[config.mk]
export PLATFORM = sky130hd
export DESIGN_NAME = sequenced_packet_reassembler
export DESIGN_NICKNAME = d
export VERILOG_FILES = /design/src/hdl/spr_pkg.sv /design/src/hdl/sequenced_packet_reassembler.sv /design/src/hdl/spr_skid_buf.sv
export SDC_FILE = /design/constraint.sdc
export NUM_CORES = 1
export LEC_CHECK = 0
export CORE_MARGIN = 4
export CORE_UTILIZATION = 35
export CTS_CLUSTER_DIAMETER = 120
export CTS_CLUSTER_SIZE = 16
export DETAILED_ROUTE_END_ITERATION = 10
export DONT_BUFFER_PORTS = 1
export GPL_ROUTABILITY_DRIVEN = 0
export GPL_TIMING_DRIVEN = 0
export SLEW_MARGIN = 15
export SYNTH_ARGS = -nofsm -noshare
export SYNTH_HDL_FRONTEND = slang
export SYNTH_SLANG_ARGS = --single-unit
[constraint.sdc]
create_clock -name clk -period 9.45 [get_ports clk]
set_input_delay 1.89 -clock clk [delete_from_list [all_inputs] [get_ports clk]]
set_output_delay 1.89 -clock clk [all_outputs]
set_load 0.03 [all_outputs]
[src/hdl/spr_pkg.sv]
// Shared types and constants for the sequenced packet reassembler.
// Used by the top level, the port checker and the testbench.
// No dependencies.
package spr_pkg;

    // Default width of the announced transfer length
    localparam int LENGTH_BITS_DEF = 16;

    // Request kinds on the input tuser field
    localparam logic [1:0] REQ_CLEAR = 2'd0;
    localparam logic [1:0] REQ_BYTE  = 2'd1;
    localparam logic [1:0] REQ_EMPTY = 2'd2;

    // Transfer status codes
    localparam logic [1:0] ST_CLEAR   = 2'd0;
    localparam logic [1:0] ST_INTER   = 2'd1;
    localparam logic [1:0] ST_SUCCESS = 2'd2;
    localparam logic [1:0] ST_ERROR   = 2'd3;

    // Error cause codes
    localparam logic [2:0] CAUSE_NONE       = 3'd0;
    localparam logic [2:0] CAUSE_EMPTY      = 3'd1;
    localparam logic [2:0] CAUSE_SHORT      = 3'd2;
    localparam logic [2:0] CAUSE_UNEXPECTED = 3'd3;
    localparam logic [2:0] CAUSE_SEQUENCE   = 3'd4;

    // Field widths of one result
    localparam int STATUS_W = 2;
    localparam int SEQ_W    = 8;
    localparam int BYTE_W   = 8;
    localparam int OFFSET_W = 16;
    localparam int LEN_W    = 16;
    localparam int CAUSE_W  = 3;

    // Result tdata layout, lowest bit first, padded to whole bytes
    localparam int RES_BITS = STATUS_W + SEQ_W + BYTE_W + OFFSET_W + LEN_W + CAUSE_W;
    localparam int TDATA_W  = ((RES_BITS + 7) / 8) * 8;
    localparam int PAD_W    = TDATA_W - RES_BITS;

endpackage

[src/hdl/sequenced_packet_reassembler.sv]
// Sequenced packet reassembler: top level with the per-byte packet decoder.
// Depends on spr_pkg and spr_skid_buf.
//
// Usage:
//   Input channel s_axis_*: one request per transfer. tuser selects clear,
//   packet byte or empty-packet notice; tdata is the packet byte and tlast
//   marks the final byte of a packet. The first byte of a packet is its
//   sequence number; a start packet (sequence 0) carries a little-endian
//   16-bit length before its payload.
//   Output channel m_axis_*: exactly one result per request, in order. It
//   carries status, expected sequence, the accepted payload byte with its
//   offset, the transfer length and the latest error cause.
//   Each result is registered in the output register, or the skid entry on
//   a stall. Throughput: one request per cycle while s_axis_tready is high;
//   the decode for a byte sits between state registers and result buffer.
//   Stall: a two-entry result buffer holds results while m_axis_tready is
//   low; s_axis_tready drops only once both entries are full.
//   Reset: rst_n clears the status, sequence, length, count and cause, and
//   empties the result buffer. A clear request does the same to the state.
module sequenced_packet_reassembler #(
    parameter int LENGTH_BITS = spr_pkg::LENGTH_BITS_DEF
) (
    input  logic                       clk,
    input  logic                       rst_n,
    input  logic                       s_axis_tvalid,
    output logic                       s_axis_tready,
    input  logic [7:0]                 s_axis_tdata,  // data_byte[7:0]
    input  logic [1:0]                 s_axis_tuser,  // req_type[1:0]
    input  logic                       s_axis_tlast,
    output logic                       m_axis_tvalid,
    input  logic                       m_axis_tready,
    // status[1:0], expected_seq[9:2], payload_out[17:10],
    // payload_offset[33:18], transfer_length[49:34], error_cause[52:50]
    output logic [spr_pkg::TDATA_W-1:0] m_axis_tdata,
    output logic [0:0]                 m_axis_tuser   // payload_valid[0]
);

    typedef enum logic [2:0] {
        PH_SEQ,
        PH_LEN_LO,
        PH_LEN_HI,
        PH_PAYLOAD,
        PH_DISCARD
    } phase_t;

    localparam int BUF_W = spr_pkg::TDATA_W + 1;

    logic [1:0]             status_reg, status_next;
    logic [7:0]             seq_reg, seq_next;
    logic [LENGTH_BITS-1:0] total_reg, total_next;
    logic [LENGTH_BITS-1:0] count_reg, count_next;
    phase_t                 phase_reg, phase_next;
    logic [7:0]             len_lo_reg, len_lo_next;
    logic [2:0]             cause_reg, cause_next;

    logic                   in_fire;
    logic                   eop;
    logic [15:0]            len_word;
    logic                   pvalid;
    logic [7:0]             pout;
    logic [15:0]            poff;
    logic [BUF_W-1:0]       res_word;
    logic [BUF_W-1:0]       buf_out;

    assign in_fire  = s_axis_tvalid && s_axis_tready;
    assign len_word = {s_axis_tdata, len_lo_reg};

    // Decode one request against the packet state
    always_comb
    begin
        status_next = status_reg;
        seq_next    = seq_reg;
        total_next  = total_reg;
        count_next  = count_reg;
        phase_next  = phase_reg;
        len_lo_next = len_lo_reg;
        cause_next  = cause_reg;
        eop         = 1'b0;
        pvalid      = 1'b0;
        pout        = '0;
        poff        = '0;

        if (in_fire)
        begin
            unique case (s_axis_tuser)
                spr_pkg::REQ_CLEAR:
                begin
                    status_next = spr_pkg::ST_CLEAR;
                    seq_next    = '0;
                    total_next  = '0;
                    count_next  = '0;
                    phase_next  = PH_SEQ;
                    len_lo_next = '0;
                    cause_next  = spr_pkg::CAUSE_NONE;
                end
                spr_pkg::REQ_EMPTY:
                begin
                    // Abandon any packet in flight
                    phase_next  = PH_SEQ;
                    status_next = spr_pkg::ST_ERROR;
                    cause_next  = spr_pkg::CAUSE_EMPTY;
                end
                spr_pkg::REQ_BYTE:
                begin
                    unique case (phase_reg)
                        PH_SEQ:
                        begin
                            if (s_axis_tdata == 8'd0)
                            begin
                                if (seq_reg != 8'd0)
                                begin
                                    status_next = spr_pkg::ST_ERROR;
                                    cause_next  = spr_pkg::CAUSE_UNEXPECTED;
                                    phase_next  = s_axis_tlast ? PH_SEQ : PH_DISCARD;
                                end
                                else if (s_axis_tlast)
                                begin
                                    status_next = spr_pkg::ST_ERROR;
                                    cause_next  = spr_pkg::CAUSE_SHORT;
                                end
                                else
                                begin
                                    phase_next = PH_LEN_LO;
                                end
                            end
                            else if (s_axis_tdata != seq_reg)
                            begin
                                status_next = spr_pkg::ST_ERROR;
                                cause_next  = spr_pkg::CAUSE_SEQUENCE;
                                phase_next  = s_axis_tlast ? PH_SEQ : PH_DISCARD;
                            end
                            else if (s_axis_tlast)
                            begin
                                eop = 1'b1;
                            end
                            else
                            begin
                                phase_next = PH_PAYLOAD;
                            end
                        end
                        PH_LEN_LO:
                        begin
                            if (s_axis_tlast)
                            begin
                                status_next = spr_pkg::ST_ERROR;
                                cause_next  = spr_pkg::CAUSE_SHORT;
                                phase_next  = PH_SEQ;
                            end
                            else
                            begin
                                len_lo_next = s_axis_tdata;
                                phase_next  = PH_LEN_HI;
                            end
                        end
                        PH_LEN_HI:
                        begin
                            // Commit the start packet
                            total_next  = len_word[LENGTH_BITS-1:0];
                            count_next  = '0;
                            seq_next    = '0;
                            status_next = spr_pkg::ST_INTER;
                            eop         = s_axis_tlast;
                            phase_next  = s_axis_tlast ? PH_SEQ : PH_PAYLOAD;
                        end
                        PH_PAYLOAD:
                        begin
                            if (count_reg < total_reg)
                            begin
                                pvalid     = 1'b1;
                                pout       = s_axis_tdata;
                                poff       = 16'(count_reg);
                                count_next = count_reg + LENGTH_BITS'(1);
                            end
                            eop        = s_axis_tlast;
                            phase_next = s_axis_tlast ? PH_SEQ : PH_PAYLOAD;
                        end
                        default:
                        begin
                            // Drop the rest of a rejected packet
                            if (s_axis_tlast)
                            begin
                                phase_next = PH_SEQ;
                            end
                        end
                    endcase
                end
                default:
                begin
                end
            endcase
        end

        // Close the packet: finish the transfer or step the sequence
        if (eop)
        begin
            if (count_next >= total_next)
            begin
                status_next = spr_pkg::ST_SUCCESS;
            end
            else
            begin
                seq_next = seq_next + 8'd1;
            end
        end
    end

    // Hold the packet state
    always_ff @(posedge clk or negedge rst_n)
    begin
        if (!rst_n)
        begin
            status_reg <= spr_pkg::ST_CLEAR;
            seq_reg    <= '0;
            total_reg  <= '0;
            count_reg  <= '0;
            phase_reg  <= PH_SEQ;
            len_lo_reg <= '0;
            cause_reg  <= spr_pkg::CAUSE_NONE;
        end
        else
        begin
            status_reg <= status_next;
            seq_reg    <= seq_next;
            total_reg  <= total_next;
            count_reg  <= count_next;
            phase_reg  <= phase_next;
            len_lo_reg <= len_lo_next;
            cause_reg  <= cause_next;
        end
    end

    // Pack the result: payload_valid on top, tdata fields below
    assign res_word = {pvalid,
                       {spr_pkg::PAD_W{1'b0}},
                       cause_next,
                       16'(total_next),
                       poff,
                       pout,
                       seq_next,
                       status_next};

    spr_skid_buf #(
        .DATA_W (BUF_W)
    ) u_out_buf (
        .clk       (clk),
        .rst_n     (rst_n),
        .in_valid  (s_axis_tvalid),
        .in_ready  (s_axis_tready),
        .in_data   (res_word),
        .out_valid (m_axis_tvalid),
        .out_ready (m_axis_tready),
        .out_data  (buf_out)
    );

    assign m_axis_tdata = buf_out[spr_pkg::TDATA_W-1:0];
    assign m_axis_tuser = buf_out[BUF_W-1 -: 1];

endmodule

[src/hdl/spr_skid_buf.sv]
// Two-entry output buffer for the reassembler result stream.
// The input side ready comes from a register, so a stall on the output
// does not reach the input combinationally. Depends on nothing.
module spr_skid_buf #(
    parameter int DATA_W = 8
) (
    input  logic              clk,
    input  logic              rst_n,
    input  logic              in_valid,
    output logic              in_ready,
    input  logic [DATA_W-1:0] in_data,
    output logic              out_valid,
    input  logic              out_ready,
    output logic [DATA_W-1:0] out_data
);

    logic              out_valid_reg;
    logic              skid_valid_reg;
    logic [DATA_W-1:0] out_data_reg;
    logic [DATA_W-1:0] skid_data_reg;
    logic              in_fire;
    logic              out_free;

    assign in_ready  = !skid_valid_reg;
    assign in_fire   = in_valid && !skid_valid_reg;
    assign out_free  = out_ready || !out_valid_reg;
    assign out_valid = out_valid_reg;
    assign out_data  = out_data_reg;

    // Advance the skid entry into the output, or park a request that meets a stall
    always_ff @(posedge clk or negedge rst_n)
    begin
        if (!rst_n)
        begin
            out_valid_reg  <= 1'b0;
            skid_valid_reg <= 1'b0;
        end
        else if (out_free)
        begin
            if (skid_valid_reg)
            begin
                out_valid_reg  <= 1'b1;
                skid_valid_reg <= 1'b0;
            end
            else
            begin
                out_valid_reg <= in_fire;
            end
        end
        else if (in_fire)
        begin
            skid_valid_reg <= 1'b1;
        end
    end

    // Payload path, no reset needed
    always_ff @(posedge clk)
    begin
        if (out_free)
        begin
            if (skid_valid_reg)
            begin
                out_data_reg <= skid_data_reg;
            end
            else if (in_fire)
            begin
                out_data_reg <= in_data;
            end
        end
        else if (in_fire)
        begin
            skid_data_reg <= in_data;
        end
    end

endmodule

Yosys cells after proc, flatten, opt, wreduce, memory -nomap -nowiden:

Cells that the tools add are included.

* bits in registers: 166
* logic and storage cells: 107
* input bits: 15
* output and inout port bits: 59

* bitwise operators: 1
* add/sub/neg operators: 2
* reductions and logical operators: 18
* equality and inequality tests: 11
* magnitude comparators: 2
* mux-type cells: 62

Operator list (count)
* $mux 57: 2
* $mux 16: 7
* $pmux 16 s2: 3
* $mux 8: 9
* $mux 3: 12
* $pmux 8 s2: 2
* $mux 2: 9
* $pmux 3 s3: 2
* $add 16x1->16 const B: 1
* $ge 16x16->1: 1
* $lt 16x16->1: 1
* $ne 5x5->1 const B: 3
* $pmux 2 s3: 2
* $pmux 3 s2: 2
* $mux 1: 11
* $add 8x1->8 const B: 1
* $logic_not 8->1: 1
* $ne 8x8->1: 1
* $reduce_bool 2->1: 4
* $reduce_bool 8->1: 1
* $eq 3x2->1 const B: 2
* $reduce_and 5->1: 1
* $ne 2x2->1 const B: 2
* $reduce_and 2->1: 2
* 12 further kinds: 14

Logic depth before layout (Yosys ltp):

Gate-level depths: netlist of run 1.

* word-level depth: 10
* depth in mapped cells: 20
* gate-level depth less buffers: 18

By module:

From an unflattened synthesis of run 1, not the netlist that was laid out.

* cells, all modules: 640
* area, all modules: 8455.6 um^2

Modules (own cells, without submodules)
* spr_skid_buf: seq. area each 3473.3 um^2, cells each 187, area each 4495.6 um^2, instances 1
* sequenced_packet_reassembler: seq. area each 1401.3 um^2, cells each 453, area each 3960.0 um^2, instances 1

Least setup slack after synthesis of run 1:

OpenSTA, ideal clock, no wires.

* path kind: input to register
* start: input port s_axis_tuser[1]
* end: register u_out_buf.out_data_reg[7], in the netlist u_out_buf.out_data[7], data pin
* buffers on the path: 3
* setup slack: 4.493 ns
* data arrival time: 4.667 ns
* cell stages on the path: 13
* data required time: 9.160 ns
* setup time: 0.290 ns
* cell sequence: buf_6 > nor3b_2 > o21ai_2 > buf_4 > a22oi_1 > ha_1 > a2111oi_0 > o21ai_0 > a31oi_2 > o211ai_4 > buf_6 > o311ai_1 > a31oi_1

* longest elaborated chain between the ends: 8
* elaborated cells between the ends (all ways): 16
* those cells by class: 1 x add/sub; 1 x order compare; 1 x eq/ne; 12 x mux; 1 x reduce/logical

Ends and longest elaborated chain
* start: declaration: RTL line sequenced_packet_reassembler.sv:28 `input logic [1:0] s_axis_tuser,`
* $eq 2x1->1 or $logic_not 2->1 (tied branches): RTL line sequenced_packet_reassembler.sv:85 `unique case (s_axis_tuser)`
* $pmux 16 s2 or $pmux 8 s2 (tied branches): RTL line sequenced_packet_reassembler.sv:85
* $mux 16 or $mux 8 (tied branches): RTL line sequenced_packet_reassembler.sv:83 `if (in_fire)`
* $ge 16x16->1 or $add 8x1->8 (tied branches): RTL line sequenced_packet_reassembler.sv:196, sequenced_packet_reassembler.sv:202
* $mux 8: RTL line sequenced_packet_reassembler.sv:196 `if (count_next >= total_next)`
* $mux 8 *: RTL line sequenced_packet_reassembler.sv:194 `if (eop)`
* $mux 57 *: RTL line spr_skid_buf.sv:65 `else if (in_fire)`
* $mux 57 *: RTL line spr_skid_buf.sv:61 `if (skid_valid_reg)`
* end signal: assignment: RTL line spr_skid_buf.sv:63 `out_data_reg <= skid_data_reg;`
* end signal: assignment: RTL line spr_skid_buf.sv:67 `out_data_reg <= in_data;`
* end: declaration: RTL line spr_skid_buf.sv:19 `logic [DATA_W-1:0] out_data_reg;`

Mark *: on every way between the ends. The rest lies on a longest branch, timed or not. The select of a mux whose other input is x is not followed.
A chain may end at the register's enable or synchronous reset.

Final worst setup path of run 1:

* start: input port s_axis_tuser[1]
* end: register u_out_buf.out_data_reg[7], in the netlist u_out_buf.out_data[7], data pin

* longest elaborated chain between the ends: 8
* elaborated cells between the ends (all ways): 16
* those cells by class: 1 x add/sub; 1 x order compare; 1 x eq/ne; 12 x mux; 1 x reduce/logical

Ends and longest elaborated chain
* $eq 2x1->1 or $logic_not 2->1 (tied branches): RTL line sequenced_packet_reassembler.sv:85
* $pmux 16 s2 *: RTL line sequenced_packet_reassembler.sv:85
* $mux 16 *: RTL line sequenced_packet_reassembler.sv:83
* net total_next[0]: RTL line sequenced_packet_reassembler.sv:50 `logic [LENGTH_BITS-1:0] total_reg, total_next;`
* $ge 16x16->1 *: RTL line sequenced_packet_reassembler.sv:196
* $mux 8 *: RTL line sequenced_packet_reassembler.sv:196
* $mux 8 *: RTL line sequenced_packet_reassembler.sv:194
* $mux 57 *: RTL line spr_skid_buf.sv:65
* $mux 57 *: RTL line spr_skid_buf.sv:61

Mark *: on every way through the listed nets, which the timed path passes. The rest lies on a longest branch. The select of a mux whose other input is x is not followed.

==> impl_metrics.env, run 1 <==
export IMPL_grt_pass1_wl_um=31480
export IMPL_power_switching_uw=442.2
export IMPL_grt_max_degree=59
export IMPL_cts_resized=0
export IMPL_rrSetupSlack_ns=4.66
export IMPL_routed_wirelength_um=19710
export IMPL_final_net_count=728
export IMPL_max_freq_mhz=181.4
export IMPL_p_clk_share_pct=40.7
export IMPL_ys_types=78
export IMPL_async_reset_ff_share_pct=34.94
export IMPL_cts_tree="yes"
export IMPL_setup_viol=0
export IMPL_endpoint_kind="register"
export IMPL_dp_hpwl_um=13850
export IMPL_viasPerCell=5.334
export IMPL_htreeDepth=4
export IMPL_syn_inst=655
export IMPL_die_width_um=160.9
export IMPL_hold_class="reg -> reg"
export IMPL_cpPeakStageDelay_ns=0.61
export IMPL_hold_path_end="len_lo_reg[3]$_DFFE_PN0P_"
export IMPL_critPathRequiredTime_ns=9.58
export IMPL_overflow=0
export IMPL_wl_met2_um=8967
export IMPL_synth_area_top_cells="edfxtp_1 (40%), dfrtp_1 (18%), mux2_2 (6.5%)"
export IMPL_swShare_pct=26.03
export IMPL_rsz0062_at_grt="no"
export IMPL_wl_met1_um=9410
export IMPL_reg2reg_from="count_reg[13]$_DFF_PN0_"
export IMPL_syn_to_final_growth_pct=12.76
export IMPL_drt_initial_drc_count=451
export IMPL_cts_sinks=166
export IMPL_yosysTopAreaCell="edfxtp_1"
export IMPL_io_pins=74
export IMPL_yosysWarnings=0
export IMPL_maxSlewViolCount=0
export IMPL_wl_met3_um=1012
export IMPL_cp_common_cell="buf_6"
export IMPL_postCtsSetupRepairBufs=0
export IMPL_worst_slew_pin_slew_ns=0.9048
export IMPL_num_vias=5355
export IMPL_seq_power_share_pct=51.5
export IMPL_synth_flop_cell="edfxtp_1"
export IMPL_row_count=55
export IMPL_outcome="completed"
export IMPL_syn_area_um2=8180
export IMPL_die_area_um2=25880
export IMPL_cts_made_buffers=17
export IMPL_p_int_mw=1.257
export IMPL_r2r_end="u_out_buf.out_data[7]$_DFFE_PP_"
export IMPL_cap_violations=0
export IMPL_power_mw=1.699
export IMPL_critPathMaxFanout=10
export IMPL_combinationalPowerShare_pct=7.8
export IMPL_drive_above_1_share_pct=17.80
export IMPL_antenna_found_initial=0
export IMPL_grt_usage_pct=15.62
export IMPL_seq_area_frac_synth_pct=57.39
export IMPL_highest_layer="met4"
export IMPL_max_slew_margin_pct=39.68
export IMPL_hp_start="len_lo_reg[3]$_DFFE_PN0P_"
export IMPL_fin_crit_sh_pct=58.34
export IMPL_setup_slack_ns=3.937
export IMPL_cpMaxStageDelayCell="nor2_1"
export IMPL_ys_seq_elements=166
export IMPL_power_density_nw_per_um2=184.2
export IMPL_min_path_cells=1
export IMPL_arrival_ns=5.64
export IMPL_path_class="in -> reg"
export IMPL_cts_max_path_buffers=2
export IMPL_hold_violations=0
export IMPL_ctsHoldBuffers=0
export IMPL_drc=0
export IMPL_fin_crit_ns=5.513
export IMPL_core_area_um2=22850
export IMPL_n_antenna_cell=0
export IMPL_avgSynthCellArea_um2=12.49
export IMPL_path_clk_slew_ns=0.06
export IMPL_ant_nets=0
export IMPL_numPortBuffers=0
export IMPL_cp_start_kind="input pin"
export IMPL_grt_pass1_vias=5339
export IMPL_wl_per_cell_um=19.63
export IMPL_power_leakage_nw=3.657
export IMPL_crit_chain="buf_6 > nor2b_2 > nand3_1 > nor2_1 > buf_2 > a22o_1 > ha_1 > nor3b_1 > o21ai_0 > a31oi_2 > o211ai_4 > buf_6 > o311ai_1 > a31oi_1"
export IMPL_clock_latency_ns=0.42
export IMPL_initial_utilization_pct=35.81
export IMPL_dp_slack_ns=3.558
export IMPL_synth_edff_count=108
export IMPL_die_h_um=160.9
export IMPL_r2r_cells=19
export IMPL_synth_top_cell_area_share_pct=39.65
export IMPL_drt_pass1_iterations=5
export IMPL_tns_ns=0
export IMPL_ir_drop_uv=89.61
export IMPL_skew_ns=0.007656
export IMPL_cts_root_buf="clkbuf_16"
[cells in the mapped netlist (all sizes together) (5+ instances only)]
library cell    n
a22oi          15
dfrtp          58
buf            13
nand4          10
edfxtp        108
mux2           47
clkbuf         16
a21o            5
nor4           10
inv            48
or4             7
a31oi           9
a21oi          27
or3             6
nand3          13
and3            7
ha             34
nand2          36
o211ai         12
a22o           11
o21ai          20
o31ai           5
o311ai          5
nor3           14
nor2           27
and2           26
xnor2           9
[power groups by stage]
stage,Combinational (mW),Sequential (mW),Clock [mW]
finish,0.132,0.875,0.692
global route,0.145,0.878,0.740
CTS,0.133,0.876,0.709
detailed placement,0.132,0.891,0
global placement,0.126,0.893,0
floorplan,0.0957,0.886,0
[how the worst max path moves through the flow]
stage | startpoint | end | slack (ns) | cells after the start
2_1_floorplan | s_axis_tuser[1] | u_out_buf.out_data[7]$_DFFE_PP_ | 4.49 | 13
3_3_place_gp | m_axis_tready | u_out_buf.skid_data_reg[28]$_DFFE_PP_ | 3.33 | 2
3_5_place_dp | s_axis_tuser[1] | u_out_buf.out_data[7]$_DFFE_PP_ | 3.56 | 14
4_1_cts | s_axis_tuser[1] | u_out_buf.out_data[7]$_DFFE_PP_ | 3.98 | 14
5_1_grt | s_axis_tuser[1] | u_out_buf.out_data[7]$_DFFE_PP_ | 3.65 | 13
6_report | s_axis_tuser[1] | u_out_buf.out_data[7]$_DFFE_PP_ | 3.94 | 14
[layer usage]
layer,GRT usage [%],vias to the layer above
li1,-,2547
met1,22.26,2629
met2,23.64,156
met3,3.875,23
met4,4.653,0
met5,0,-
[final cells by class]
| cell class | count | area [um2] |
|---|---|---|
| clock inverter | 14 | 150.1 |
| fill | 2189 | 13620 |
| inverter | 48 | 180.2 |
| buffer | 29 | 161.4 |
| sequential | 166 | 4695 |
| multi-input combinational | 414 | 3173 |
| clock buffer | 17 | 425.4 |
| tap | 313 | 391.6 |
| timing repair buffer | 3 | 47.55 |
[worst max-delay path: cells and delay by family]
| family | cells | cell delay [ns] |
|---|---|---|
| compound gates | 6 | 1.47 |
| fa+ha+maj | 1 | 0.27 |
| buf+inv | 3 | 0.70 |
| simple gates | 4 | 1.32 |
[cell families (layout without fill, tap and decap cells)]
family                     after synthesis  count (layout)  share of synthesized area [%]
AOI/OAI and AO/OA                      150             150                          13.92
xor gates and xnor gates                 9               9                          1.055
adders and majority gates               34              34                          5.200
buffers and inverters                   77             111                          4.175
DFF                                    166             166                          57.39
muxes                                   47              47                          6.470
other                                    1               3                        0.04584
and+or+nand+nor                        171             171                          11.75
[cells in the final DEF, fill, tap and decap left out, types with 6 or more instances in the layout]
cell type	count
mux2_2	47
buf_4	7
a31oi_1	8
xnor2_1	8
nor2_1	26
a21oi_1	27
nand3_1	12
clkbuf_16	17
and2_1	25
ha_1	34
o211ai_1	9
clkbuf_1	14
a22oi_1	12
inv_1	48
o21ai_0	17
a22o_1	11
nand4_1	9
nand2_1	36
nor4_1	8
or3_1	6
nor3_1	12
or4_1	7
edfxtp_1	108
dfrtp_1	58
and3_1	7
[through the flow]
stage | cell area (um2) | utilization, % | hold slack (ns) | instances
floorplan | 8188 | - | 0.4740 | 657
global placement | 8579 | 37.55 | 0.4902 | 970
detailed placement | 8648 | 37.85 | 0.4915 | 973
CTS | 9224 | 40.37 | 0.5108 | 1004
global route | 9224 | 40.37 | 0.5230 | 1004
finish | 9224 | 40.37 | 0.5072 | 1004
No activity file was read; power rests on OpenSTA's default activity.
==> run 2, diff against run 1 <==
==> constraint.sdc (replaced) <==
create_clock -name clk -period 4.53 [get_ports clk]
set_input_delay 0.906 -clock clk [delete_from_list [all_inputs] [get_ports clk]]
set_output_delay 0.906 -clock clk [all_outputs]
set_load 0.03 [all_outputs]
==> run 2 against run 1 <==
Compared with the run above:
- wire length increased by 1.4%
- combinational power increased by 140%
- highest routed layer unchanged
- first-iteration DRC count increased by 4.0%
- flip-flop and latch count is the same
- register-to-register slack got worse by 4.5 ns
==> impl_metrics.env, run 2 (synthesis gave the netlist of run 1 again) <==
export IMPL_outcome="completed"
export IMPL_power_leakage_nw=3.724
export IMPL_mostFrequentLayoutCell="edfxtp_1"
export IMPL_drt_pass1_iterations=5
export IMPL_cts_made_buffers=17
export IMPL_routed_wirelength_um=19990
export IMPL_max_freq_mhz=228.4
export IMPL_core_area_um2=22850
export IMPL_hold_violations=0
export IMPL_power_density_nw_per_um2=380.8
export IMPL_wl_per_cell_um=19.69
export IMPL_reg2reg_from="count_reg[15]$_DFF_PN0_"
export IMPL_numPortBuffers=0
export IMPL_max_slew_margin_pct=40.11
export IMPL_num_vias=5411
export IMPL_n_antenna_cell=0
export IMPL_rrSetupSlack_ns=0.15
export IMPL_path_class="reg -> reg"
export IMPL_grt_use_met1_pct=22.22
export IMPL_multi_input_area_um2=3274
export IMPL_cts_sinks=166
export IMPL_overflow=0
export IMPL_regArea_um2=4701
export IMPL_viasPerCell=5.331
export IMPL_critPathCapture="u_out_buf.out_data[6]$_DFFE_PP_"
export IMPL_crit_chain="ha_1 > nand4_1 > nor3_4 > buf_4 > a211oi_4 > o211ai_1 > or4_1 > nand3_1 > ha_1 > a41o_1 > a21oi_2 > o221a_2 > o211ai_4 > or4_1 > o311ai_2"
export IMPL_busiest_layer="met2"
export IMPL_drt_initial_drc_count=469
export IMPL_crit_start="count_reg[15]$_DFF_PN0_"
export IMPL_critPathRequiredTime_ns=4.76
export IMPL_grt_max_degree=59
export IMPL_grt_util_met2_pct=23.68
export IMPL_cts_tree="yes"
export IMPL_setup_viol=0
export IMPL_clock_latency_ns=0.43
export IMPL_r2r_end="u_out_buf.out_data[6]$_DFFE_PP_"
export IMPL_grt_pass1_vias=5347
export IMPL_ant_nets=0
export IMPL_initial_utilization_pct=35.81
export IMPL_met3_usage_pct=3.875
export IMPL_layout_common_cells="edfxtp_1 (108), dfrtp_1 (53), inv_1 (48)"
export IMPL_htreeDepth=4
export IMPL_cap_violations=0
export IMPL_cts_max_path_buffers=2
export IMPL_die_width_um=160.9
export IMPL_drive_above_1_share_pct=21.94
export IMPL_skew_ns=0.009620
export IMPL_dp_hpwl_um=13850
export IMPL_maxSlewViolCount=0
export IMPL_ir_drop_uv=188.0
export IMPL_grt_usage_pct=15.62
export IMPL_worst_path_stages=15
export IMPL_arrival_ns=4.61
export IMPL_antenna_found_initial=0
export IMPL_r2r_cells=15
export IMPL_row_count=55
export IMPL_die_h_um=160.9
export IMPL_final_net_count=739
export IMPL_hold_ws_ns=0.1673
export IMPL_cp_start_kind="register"
export IMPL_path_clk_slew_ns=0.07
export IMPL_fin_crit_sh_pct=96.63
export IMPL_fin_crit_ns=4.378
export IMPL_worst_slew_pin_slew_ns=0.8984
export IMPL_syn_to_final_growth_pct=15.11
export IMPL_cpPeakStageDelay_ns=0.56
export IMPL_drc=0
export IMPL_io_pins=74
export IMPL_path_delay_family="compound AO/OA/AOI/OAI gates"
export IMPL_cts_root_buf="clkbuf_16"
export IMPL_critPathMaxFanout=8
export IMPL_endpoint_kind="register"
export IMPL_fillCellCount=2171
export IMPL_hold_class="in -> async"
export IMPL_power_mw=3.586
export IMPL_grt_pass1_wl_um=31480
export IMPL_die_area_um2=25880
export IMPL_cp_buffers_inverters=1
export IMPL_cpMaxStageDelayCell="or4_1"
==> run 2: worst min-delay path by stage <==
stage / startpoint / endpoint
finish: rst_n / u_out_buf.out_valid$_DFFE_PN0N_
global route: rst_n / seq_reg[7]$_DFF_PN0_
CTS: rst_n / seq_reg[2]$_DFF_PN0_
detailed placement: len_lo_reg[4]$_DFFE_PN0P_ / len_lo_reg[4]$_DFFE_PN0P_
global placement: len_lo_reg[3]$_DFFE_PN0P_ / len_lo_reg[3]$_DFFE_PN0P_
floorplan: len_lo_reg[1]$_DFFE_PN0P_ / len_lo_reg[1]$_DFFE_PN0P_
==> run 2: per-layer routing <==
metal / up-vias / routed length (um)
met5: - / 0
met4: 0 / 334
met3: 23 / 997
met2: 161 / 9138
met1: 2662 / 9517
li1: 2565 / -
==> run 2: report_power, final <==
part	switching, mW	internal [mW]	leakage [nW]
Clock	0.631	0.816	0.274
Combinational	0.192	0.122	1.63
Sequential	0.117	1.71	1.82
Total	0.940	2.65	3.72
==> run 2: timing repair <==
item | 4_1_cts | 5_1_grt
endpoints found under the setup margin | 15 | 18
hold buffers | 0 | 0
gates resized for setup | 5 | 24
setup buffers | 0 | 11
pin swaps | 1 | 11
==> run 2: cell type report <==
| class | instances | area share [%] |
|---|---|---|
| sequential | 166 | 49.92 |
| multi-input combinational | 414 | 34.77 |
| clock buffer | 17 | 4.518 |
| tap | 313 | 4.159 |
| inverter | 48 | 1.913 |
| buffer | 29 | 1.741 |
| clock inverter | 14 | 1.594 |
| timing repair buffer | 14 | 1.382 |
==> run 2: per-stage QoR <==
step                      cell area (um2)  TNS (ns)  utilization [%]  std cells  worst slack (ns)
after floorplan                      8188         0                -        657            0.5302
after global routing                 9417  -0.01597            41.22       1015          -0.01597
after CTS                            9245         0            40.47       1004           0.03456
after detailed placement             8648    -4.614            37.85        973           -0.3783
final                                9417         0            41.22       1015            0.1525
after global placement               8579    -38.72            37.55        970           -0.6090
